===== src/rtl/ppu_vmm_pkg.sv =====
`default_nettype none

package ppu_vmm_pkg;

   // Fixed sizes of the name-table and palette stores
   localparam int NAMETABLE_DEPTH = 4096;
   localparam int PALETTE_ENTRIES = 32;
   localparam int NT_AW           = 12;
   localparam int PAL_AW          = 5;

   // Default pattern store depth
   localparam int PATTERN_DEPTH_DEF = 8192;

   // Access codes of an item
   typedef enum logic [1:0] {
      MODE_READ     = 2'd0,
      MODE_WRITE    = 2'd1,
      MODE_BUF_READ = 2'd2,
      MODE_RSVD     = 2'd3
   } mode_type;

   // Name-table mirroring codes
   typedef enum logic [1:0] {
      MIRROR_HORIZ = 2'd0,
      MIRROR_VERT  = 2'd1,
      MIRROR_NONE  = 2'd2,
      MIRROR_RSVD  = 2'd3
   } mirror_type;

   // Store that an access lands in
   typedef enum logic [1:0] {
      TGT_PATTERN   = 2'd0,
      TGT_NAMETABLE = 2'd1,
      TGT_PALETTE   = 2'd2,
      TGT_NONE      = 2'd3
   } target_type;

   // Decoded access handed from the decoder to the stores
   typedef struct packed {
      target_type         target;
      logic               is_write;
      logic [NT_AW-1:0]   nt_index;
      logic [PAL_AW-1:0]  pal_index;
   } access_type;

endpackage

`default_nettype wire


===== src/rtl/ppu_vmm_decode.sv =====
`default_nettype none

module ppu_vmm_decode #(
   parameter int PATTERN_DEPTH = ppu_vmm_pkg::PATTERN_DEPTH_DEF
) (
   input  wire logic [1:0]                       mode,
   input  wire logic [13:0]                      addr,
   input  wire ppu_vmm_pkg::mirror_type          mirroring,
   output ppu_vmm_pkg::access_type               access,
   output logic      [$clog2(PATTERN_DEPTH)-1:0] pat_index
);

   import ppu_vmm_pkg::*;

   localparam int PatAw = $clog2(PATTERN_DEPTH);
   localparam logic [15:0] Dep1 = 16'(PATTERN_DEPTH);
   localparam logic [15:0] Dep2 = 16'(2 * PATTERN_DEPTH);
   localparam logic [15:0] Dep4 = 16'(4 * PATTERN_DEPTH);

   logic             is_pattern;
   logic             is_palette;
   logic [NT_AW-1:0] nt_off;
   logic [15:0]      pr0, pr1, pr2, pr3;

   assign is_pattern = ~addr[13];
   assign is_palette = (addr[13:8] == 6'h3F);

   // Decoded access, built in one place
   always_comb begin
      // Store selection; a buffered palette read goes to the name table underneath
      access.is_write = (mode_type'(mode) == MODE_WRITE);
      if (is_pattern) begin
         access.target = TGT_PATTERN;
      end else if (is_palette && !(mode_type'(mode) == MODE_BUF_READ)) begin
         access.target = TGT_PALETTE;
      end else begin
         access.target = TGT_NAMETABLE;
      end

      // Name-table folding of the low 12 bits: horiz clears bit 10, vert bit 11
      nt_off = addr[NT_AW-1:0];
      case (mirroring)
         MIRROR_HORIZ: nt_off[10] = 1'b0;
         MIRROR_VERT:  nt_off[11] = 1'b0;
         default:      nt_off = addr[NT_AW-1:0];
      endcase
      access.nt_index = nt_off;

      // Palette index, sprite backdrop entries alias onto background entries
      access.pal_index = addr[PAL_AW-1:0];
      if (addr[4] && (addr[1:0] == 2'b00)) begin
         access.pal_index[4] = 1'b0;
      end
   end

   // Pattern wrap: value stays below 8x depth, three compare-subtract steps
   always_comb begin
      pr0 = {3'b000, addr[12:0]};
      pr1 = (pr0 >= Dep4) ? pr0 - Dep4 : pr0;
      pr2 = (pr1 >= Dep2) ? pr1 - Dep2 : pr1;
      pr3 = (pr2 >= Dep1) ? pr2 - Dep1 : pr2;
      pat_index = pr3[PatAw-1:0];
   end

endmodule

`default_nettype wire


===== config.mk =====
export PLATFORM = sky130hd
export DESIGN_NAME = ppu_vmm_decode
export DESIGN_NICKNAME = d
export VERILOG_FILES = /design/src/rtl/ppu_vmm_pkg.sv /design/src/rtl/ppu_vmm_decode.sv
export SDC_FILE = /design/constraint.sdc
export NUM_CORES = 1
export LEC_CHECK = 0
export ABC_CLOCK_PERIOD_IN_PS = 1160
export BUFFER_PORTS_ARGS = -buffer_cell sky130_fd_sc_hd__buf_2
export CAP_MARGIN = 20
export CORE_AREA = 2 2 39 41
export DETAILED_ROUTE_END_ITERATION = 10
export DIE_AREA = 0 0 41 43
export PLACE_DENSITY = 0.69
export SETUP_SLACK_MARGIN = 0.15
export SLEW_MARGIN = 20
export SYNTH_ARGS = -nofsm -noshare
export SYNTH_HDL_FRONTEND = slang
export SYNTH_SLANG_ARGS = --single-unit

===== constraint.sdc =====
create_clock -name vclk -period 1.16
set_clock_uncertainty 0.05 [all_clocks]
set_input_delay 0.174 -clock vclk [all_inputs]
set_output_delay 0.174 -clock vclk [all_outputs]
set_load 0.005 [all_outputs]

* Word-level counts from Yosys, hierarchy flattened
Cells that the tools add are included.
** Cells by class
- Eq/ne operators :: 4
- Muxes and demuxes :: 5
- Reductions and logical operators :: 5
** Operator list (number)
- $eq 6x6->1 const B :: 1
- $eq 2x1->1 const B :: 2
- $logic_not 2->1 :: 2
- $mux 2 :: 2
- $mux 1 :: 3
- $eq 2x2->1 const B :: 1
- $logic_and 1x1->1 :: 2
- $logic_not 1->1 :: 1
** Word-level totals
- Output and inout port bits :: 33
- Register bits after elaboration :: 0
- Bits of input ports :: 18

* Logic depth before layout (Yosys ltp)
Gate-level depths: netlist of run 1.
- Depth after elaboration :: 5
- Depth in mapped cells :: 2
- Depth with buffers taken out :: 2

* Worst setup path after synthesis of run 1
OpenSTA, ideal clock, no wires.
- Path kind :: input-to-output
- From :: input mode[1]
- To :: output access[18] in the netlist's numbering
- Cell stages on the path :: 2
- Path buffers :: 0
- Required time :: 936 ps
- Data arrival time :: 575 ps
- Slack :: 361 ps
- Cells stage by stage :: nor2b_4 > o31a_1
** RTL lines
- start: declaration :: line ppu_vmm_decode.sv:6 : input wire logic [1:0] mode,
- end: declaration :: line ppu_vmm_decode.sv:9 : output ppu_vmm_pkg::access_type access,

==> results of run 1 <==
[layout make-up]
| type | count | area [sq um] |
|---|---|---|
| Fill cell | 162 | 1090 |
| Inverter | 1 | 3.75 |
| Multi-Input combinational cell | 9 | 85.1 |
| Tap cell | 16 | 20.0 |
| Timing Repair Buffer | 34 | 189 |
[cells by family after synthesis]
family                 share of synthesized area [%]
buffers and inverters                           72.7
and+or+nand+nor                                 16.3
AOI/OAI and AO/OA                               11.0
[worst min-delay path by stage]
stage / from / end / cells past startpoint
after CTS: addr[7] / pat_index[7] / 0
after floorplan: mirroring[0] / access[16] / 1
after detailed placement: addr[7] / pat_index[7] / 0
final: addr[6] / pat_index[6] / 0
after global placement: addr[7] / pat_index[7] / 0
after global routing: addr[2] / pat_index[2] / 0
[what timing repair did]
action,in CTS,in global routing
hold buffers,0,0
endpoints found under the hold margin,0,0
endpoints found under the setup margin,2,2
pin swaps,3,1
resized for setup,5,0
[cell usage after synthesis]
| cell type | instances | area share, % |
|---|---|---|
| inv_1 | 1 | 1.3 |
| a21boi_0 | 1 | 2.6 |
| nand2_1 | 1 | 1.3 |
| o31a_1 | 1 | 3.1 |
| o21a_1 | 2 | 5.3 |
| nor2b_4 | 1 | 4.8 |
| and2b_2 | 1 | 3.1 |
| nand3_1 | 1 | 1.8 |
| nor4b_2 | 1 | 5.3 |
| buf_4 | 27 | 71 |
[placed cells by master, fill, tap and decap left out, drive strengths merged]
master / count
a21boi: 1
nor2b: 1
buf: 34
o31a: 1
o21a: 2
nand2: 1
nor4b: 1
and2b: 1
nand3: 1
inv: 1
[routing by layer]
layer,vias up,share of wire [%],global-route usage (%)
met5,-,0,0
met2,20,58,11.9
li1,105,-,-
met3,0,19,0.524
met1,104,23,3.48
met4,0,0,0.667
[stage by stage]
step           utilization [%]  total power, W
2_1_floorplan                -       0.0000945
3_3_place_gp              19.6       0.0000871
3_5_place_dp              19.6       0.0000895
4_1_cts                   21.5       0.0000981
5_1_grt                   21.5        0.000111
6_report                  21.5       0.0000964
[power by group through the flow]
stage               sequential [W]  clock [W]  combinational (W)
floorplan                        0          0          0.0000945
global placement                 0          0          0.0000871
detailed placement               0          0          0.0000895
CTS                              0          0          0.0000981
global route                     0          0           0.000111
finish                           0          0          0.0000964
==> impl_metrics.py, run 1 <==
metrics = {
    "outcome": {
        "status": "finished, final reports clean",
    },
    "sta": {
        "setup_violations": 0,
        "setup_slack_ns": 0.161,
        "fin_setup_tns_ns": 0,
        "final_max_slew_viol_count": 0,
        "clock.fmax_mhz": 1000,
        "min_period_ns": 0.999,
        "rsz0062_at_grt": "true",
        "finalHoldViolCount": 0,
        "fin_crit_sh_pct": 86.1,
        "timing.hold.ws_ns": 0.298,
        "worstMarginPinSlew_ns": 0.195,
        "slew_headroom_pct": 87.0,
    },
    "worst_setup_path": {
        "max_stage_delay_ns": 0.24,
        "crit_start": "mode[1]",
        "worst_setup_path_end_kind": "output pin",
        "crit_fanout": 2,
        "path_cells": "buf_6 > nor2b_4 > nor4b_2 > buf_2",
        "cp-endpoint": "access[19]",
        "crit_path_start_kind": "primary input",
        "crit_buf_inv": 2,
        "cpMaxStageDelayCell": "nor4b_2",
        "critPathTopFamily": "simple AND/OR/NAND/NOR gates",
        "worstPathRequired_ns": 0.94,
        "critPathKind": "in2out",
        "crit_cells": 4,
        "crit_arrival_ns": 0.77,
    },
    "die": {
        "start_util_pct": 20.5,
        "core_area_sq_mm": 0.00138,
        "num_rows": 14,
        "num_io_pins": 51,
        "die_y_um": 43,
        "floorplan.die_area_sq_mm": 0.00176,
        "die_w_um": 41,
    },
    "pwr": {
        "total_leakage_power_nw": 0.177,
        "irDropWorstVdd_v": 0.0000770,
        "p_seq_share_pct": 0,
        "switchingPower_w": 0.0000385,
        "p_int_w": 0.0000579,
        "switching_share_pct": 39.9,
        "pwr-share-clk_pct": 0,
        "combinationalPowerShare_pct": 100.0,
        "p_per_area_mw_per_mm2": 324,
    },
    "synth": {
        "avgSynthCellArea_sq_um": 7.68,
        "synth-seq-area-share_pct": 0,
        "synth_area_sq_um": 284,
        "ys_types": 10,
        "syn_nets": 55,
        "syn_inst": 37,
        "yosysWarnings": 0,
    },
    "global_routing": {
        "grt_overflow": 0,
        "grt_pass1_wl_um": 696,
        "antenna_found_initial": 0,
        "track_usage_pct": 5.09,
        "grt_max_degree": 5,
        "grt_pass1_vias": 213,
    },
    "placed_design": {
        "port_buffers": 34,
        "gp_congestion": 0.540,
        "dp_cells": 60,
        "placed_area_sq_um": 272,
        "pre_cts_slack_ns": 0.106,
    },
    "drt": {
        "drc": 0,
        "vias": 229,
        "drt_pre_antenna_iters": 2,
        "drt_iter0_drc": 1,
        "ant_nets": 0,
        "viasPerCell": 3.82,
        "wl_per_cell_um": 8.30,
        "wirelength_um": 498,
    },
    "cells_and_area": {
        "clock_buffers": 0,
        "design_area_sq_um": 298,
        "area_delta_synth_final_pct": 4.85,
        "nets": 64,
        "n_sequential_cell": 0,
        "antenna-diode-count": 0,
        "seqCellArea_sq_um": 0,
        "final_cells": 60,
        "drive_gt1_share_pct": 88.6,
    },
    "min_path": {
        "hp-class": "in2out",
    },
    "clock_network": {
        "post-cts-setup-buffers": 0,
    },
    "run": {
        "maxCapViolations": 0,
    },
}
Power figures use the tool's default switching activity.
==> run 2, diff against run 1 <==
--- a/config.mk
+++ b/config.mk
@@ -8,10 +8,12 @@
 export ABC_CLOCK_PERIOD_IN_PS = 1160
 export BUFFER_PORTS_ARGS = -buffer_cell sky130_fd_sc_hd__buf_2
 export CAP_MARGIN = 20
-export CORE_AREA = 2 2 39 41
+export CELL_PAD_IN_SITES_DETAIL_PLACEMENT = 1
+export CELL_PAD_IN_SITES_GLOBAL_PLACEMENT = 2
+export CORE_MARGIN = 1.5
+export CORE_UTILIZATION = 12
 export DETAILED_ROUTE_END_ITERATION = 10
-export DIE_AREA = 0 0 41 43
-export PLACE_DENSITY = 0.69
+export PLACE_DENSITY = 0.93
 export SETUP_SLACK_MARGIN = 0.15
 export SLEW_MARGIN = 20
 export SYNTH_ARGS = -nofsm -noshare
==> impl_metrics.py, run 2 (synthesis results as in run 1) <==
metrics = {
    "cells_and_area": {
        "n_sequential_cell": 0,
        "final_cell_mix": "30 x buf_2, 4 x buf_6, 2 x o21a_1",
        "drive_gt1_share_pct": 88.6,
        "area_delta_synth_final_pct": 15.0,
        "layout_commonest_cell": "buf_2",
        "nFillCells": 286,
        "antenna-diode-count": 0,
        "nets": 64,
        "clock_buffers": 0,
        "seqCellArea_sq_um": 0,
    },
    "worst_setup_path": {
        "worstPathRequired_ns": 0.94,
        "crit_fanout": 2,
        "crit_cells": 4,
        "max_stage_delay_ns": 0.25,
        "crit_arrival_ns": 0.79,
        "worst_setup_path_end_kind": "output pin",
        "critPathTopFamily": "simple AND/OR/NAND/NOR gates",
        "crit_start": "mode[1]",
        "critPathKind": "in2out",
        "cpMaxStageDelayCell": "nor4b_2",
        "cp-endpoint": "access[19]",
        "path_cells": "buf_6 > nor2b_4 > nor4b_2 > buf_2",
        "crit_path_start_kind": "primary input",
        "crit_buf_inv": 2,
    },
    "drt": {
        "drc": 0,
        "vias": 225,
        "drt_iter0_drc": 0,
        "ant_nets": 0,
        "viasPerCell": 3.13,
        "wl_per_cell_um": 8.83,
        "wirelength_um": 636,
        "drt_pre_antenna_iters": 1,
    },
    "placed_design": {
        "gp_congestion": 0.600,
        "dp.final_hpwl_um": 583,
        "port_buffers": 34,
    },
    "sta": {
        "setup_violations": 0,
        "fin_setup_tns_ns": 0,
        "timing.hold.ws_ns": 0.298,
        "fin_crit_sh_pct": 87.6,
        "min_period_ns": 1.02,
        "clock.fmax_mhz": 984,
        "worstMarginPinSlew_ns": 0.203,
        "slew_headroom_pct": 86.4,
        "rsz0062_at_grt": "true",
        "finalHoldViolCount": 0,
        "final_max_slew_viol_count": 0,
    },
    "global_routing": {
        "antenna_found_initial": 0,
        "grt_pass1_vias": 186,
        "grt_pass1_wl_um": 814,
        "track_usage_pct": 3.91,
        "grt_max_degree": 5,
        "grt_overflow": 0,
    },
    "die": {
        "start_util_pct": 12.7,
        "die_y_um": 51.7,
        "core_area_sq_mm": 0.00223,
        "num_rows": 17,
        "die_w_um": 51.7,
        "num_io_pins": 51,
        "floorplan.die_area_sq_mm": 0.00267,
    },
    "clock_network": {
        "post-cts-setup-buffers": 0,
        "holdBufCountCts": 0,
    },
    "min_path": {
        "hold_depth": 0,
        "hp-class": "in2out",
    },
    "run": {
        "maxCapViolations": 0,
    },
    "pwr": {
        "irDropWorstVdd_v": 0.0000525,
        "total_leakage_power_nw": 0.179,
        "p_per_area_mw_per_mm2": 316,
    },
    "outcome": {
        "status": "finished, final reports clean",
    },
}
-- run 2: cell counts in the layout (fill, tap and decap cells not counted) --
No cell type changed its count.
-- run 2: final cells by class --
cell class         count  area [sq um]  share of cell area (%)
repair buffers        34           195                    59.8
multi-input cells      9          92.6                    28.4
well taps             28          35.0                    10.7
inverters              1          3.75                    1.15
-- run 2: how the worst min path moves through the flow --
stage	from	to	slack, ns
after floorplan	mirroring[0]	access[16]	0.37
after global placement	addr[7]	access[12]	0.30
after detailed placement	addr[7]	access[12]	0.30
after CTS	addr[7]	access[12]	0.30
after global routing	addr[5]	access[10]	0.30
final	addr[2]	access[7]	0.30
-- run 2: routing by layer --
layer,up-vias,GRT usage [%],wire [um]
li1,106,-,-
met1,103,3.30,171
met2,16,9.62,391
met3,0,0.287,73
met4,0,0,0
met5,-,0,0
-- run 2: through the flow --
| stage | util [%] | setup slack, ns | instance area (sq um) | power (W) | instances |
|---|---|---|---|---|---|
| after floorplan | - | 0.361 | 284 | 0.0000945 | 37 |
| after global placement | 12.8 | 0.150 | 287 | 0.0000892 | 72 |
| after detailed placement | 12.8 | 0.110 | 287 | 0.0000916 | 72 |
| after CTS | 13.4 | 0.144 | 300 | 0.0000964 | 72 |
| after global routing | 14.6 | 0.134 | 327 | 0.000115 | 72 |
| final | 14.6 | 0.143 | 327 | 0.000103 | 72 |
-- run 2: where the power goes --
| group | switching, W | total [W] | internal (W) | leakage, nW |
|---|---|---|---|---|
| Combinational | 0.0000424 | 0.000103 | 0.0000610 | 0.179 |
| Clock | 0 | 0 | 0 | 0 |
| Sequential | 0 | 0 | 0 | 0 |
| Total | 0.0000424 | 0.000103 | 0.0000610 | 0.179 |
-- run 2: repair_timing --
action	4_1_cts	5_1_grt
endpoints found under the setup margin	2	2
pin swaps	1	2
gates cloned	0	0
resized for setup	3	6
==> run 3, diff against run 2 <==
--- a/config.mk
+++ b/config.mk
@@ -14,7 +14,6 @@
 export CORE_UTILIZATION = 12
 export DETAILED_ROUTE_END_ITERATION = 10
 export PLACE_DENSITY = 0.93
-export SETUP_SLACK_MARGIN = 0.15
 export SLEW_MARGIN = 20
 export SYNTH_ARGS = -nofsm -noshare
 export SYNTH_HDL_FRONTEND = slang
==> impl_metrics.py, run 3 (synthesis results as in run 1) <==
metrics = {
    "drt": {
        "wl_per_cell_um": 8.38,
        "drt_iter0_drc": 0,
        "vias": 223,
        "ant_nets": 0,
        "wirelength_um": 603,
        "drc": 0,
        "viasPerCell": 3.10,
        "drt_pre_antenna_iters": 1,
    },
    "cells_and_area": {
        "area_delta_synth_final_pct": 0.881,
        "nets": 64,
        "multi_input_comb_area_sq_um": 77.6,
        "drive_gt1_share_pct": 84.1,
        "layout_commonest_cell": "buf_2",
        "clock_buffers": 0,
        "final_cell_mix": "34 x buf_2, 2 x o21a_1",
        "antenna-diode-count": 0,
        "n_sequential_cell": 0,
        "seqCellArea_sq_um": 0,
        "nFillCells": 286,
    },
    "sta": {
        "fin_setup_tns_ns": 0,
        "rsz0062_at_grt": "false",
        "clock.fmax_mhz": 951,
        "fin_crit_sh_pct": 90.7,
        "timing.hold.ws_ns": 0.298,
        "setup_slack_ns": 0.108,
        "final_max_slew_viol_count": 0,
        "worstMarginPinSlew_ns": 0.205,
        "setup_violations": 0,
        "min_period_ns": 1.05,
        "finalHoldViolCount": 0,
        "slew_headroom_pct": 86.3,
    },
    "outcome": {
        "status": "finished, final reports clean",
    },
    "worst_setup_path": {
        "crit_path_start_kind": "primary input",
        "crit_buf_inv": 2,
        "critPathTopFamily": "simple AND/OR/NAND/NOR gates",
        "crit_fanout": 2,
        "path_cells": "buf_2 > nor2b_4 > nor4b_2 > buf_2",
        "crit_cells": 4,
        "crit_start": "mode[1]",
        "max_stage_delay_ns": 0.27,
        "cpMaxStageDelayCell": "nor4b_2",
        "cp-endpoint": "access[19]",
        "critPathKind": "in2out",
        "crit_top_cell": "buf_2",
        "worstPathRequired_ns": 0.94,
        "crit_arrival_ns": 0.83,
        "worst_setup_path_end_kind": "output pin",
    },
    "global_routing": {
        "grt_overflow": 0,
        "grt_pass1_vias": 184,
        "globalRouteMet1Util_pct": 3.13,
        "grt.met3_usage_pct": 0.287,
        "antenna_found_initial": 0,
        "track_usage_pct": 3.67,
        "grt_pass1_wl_um": 772,
        "use_met2_pct": 8.97,
        "grt.busiest_layer": "met2",
        "grt_max_degree": 5,
    },
    "min_path": {
        "hp-start": "addr[2]",
        "hp-class": "in2out",
    },
    "die": {
        "die_y_um": 51.7,
        "core_area_sq_mm": 0.00223,
        "num_io_pins": 51,
        "die_w_um": 51.7,
        "start_util_pct": 12.7,
        "num_rows": 17,
        "floorplan.die_area_sq_mm": 0.00267,
    },
    "pwr": {
        "p_total_w": 0.0000896,
        "irDropWorstVdd_v": 0.0000480,
        "p_per_area_mw_per_mm2": 313,
        "total_leakage_power_nw": 0.169,
    },
    "clock_network": {
        "post-cts-setup-buffers": 0,
        "cts-resized-gates": 0,
        "holdBufCountCts": 0,
    },
    "run": {
        "maxCapViolations": 0,
    },
    "placed_design": {
        "pre_cts_slack_ns": 0.110,
        "gp_congestion": 0.600,
        "dp.final_hpwl_um": 583,
        "port_buffers": 34,
    },
}
-- run 3: cell counts in the layout (fill, tap and decap cells not counted) --
No cell type changed its count.
-- run 3: report_power, final --
part / switching, W / total, W / leakage (nW) / internal [W]
combinational: 0.0000386 / 0.0000896 / 0.169 / 0.0000510
sequential: 0 / 0 / 0 / 0
clock: 0 / 0 / 0 / 0
total: 0.0000386 / 0.0000896 / 0.169 / 0.0000510
-- run 3: final cells by class --
| type | instances | area share, % |
|---|---|---|
| tap | 28 | 12.2 |
| multi-input combinational | 9 | 27.1 |
| inverter | 1 | 1.31 |
| timing repair buffer | 34 | 59.4 |
-- run 3: how the worst min path moves through the flow --
stage / slack (ns) / to / cells past startpoint
finish: 0.30 / access[7] / 0
global route: 0.30 / access[10] / 0
CTS: 0.30 / access[12] / 0
detailed placement: 0.30 / access[12] / 0
global placement: 0.30 / access[12] / 0
floorplan: 0.37 / access[16] / 1
-- run 3: metal layers --
metal | vias up | wire, um
li1 | 107 | -
met1 | 100 | 173
met2 | 16 | 360
met3 | 0 | 69
met4 | 0 | 0
met5 | - | 0
-- run 3: metrics by stage --
step,instance area (sq um),utilization [%],std cells
final,287,12.8,72
after global routing,287,12.8,72
after CTS,287,12.8,72
after detailed placement,287,12.8,72
after global placement,287,12.8,72
after floorplan,284,-,37
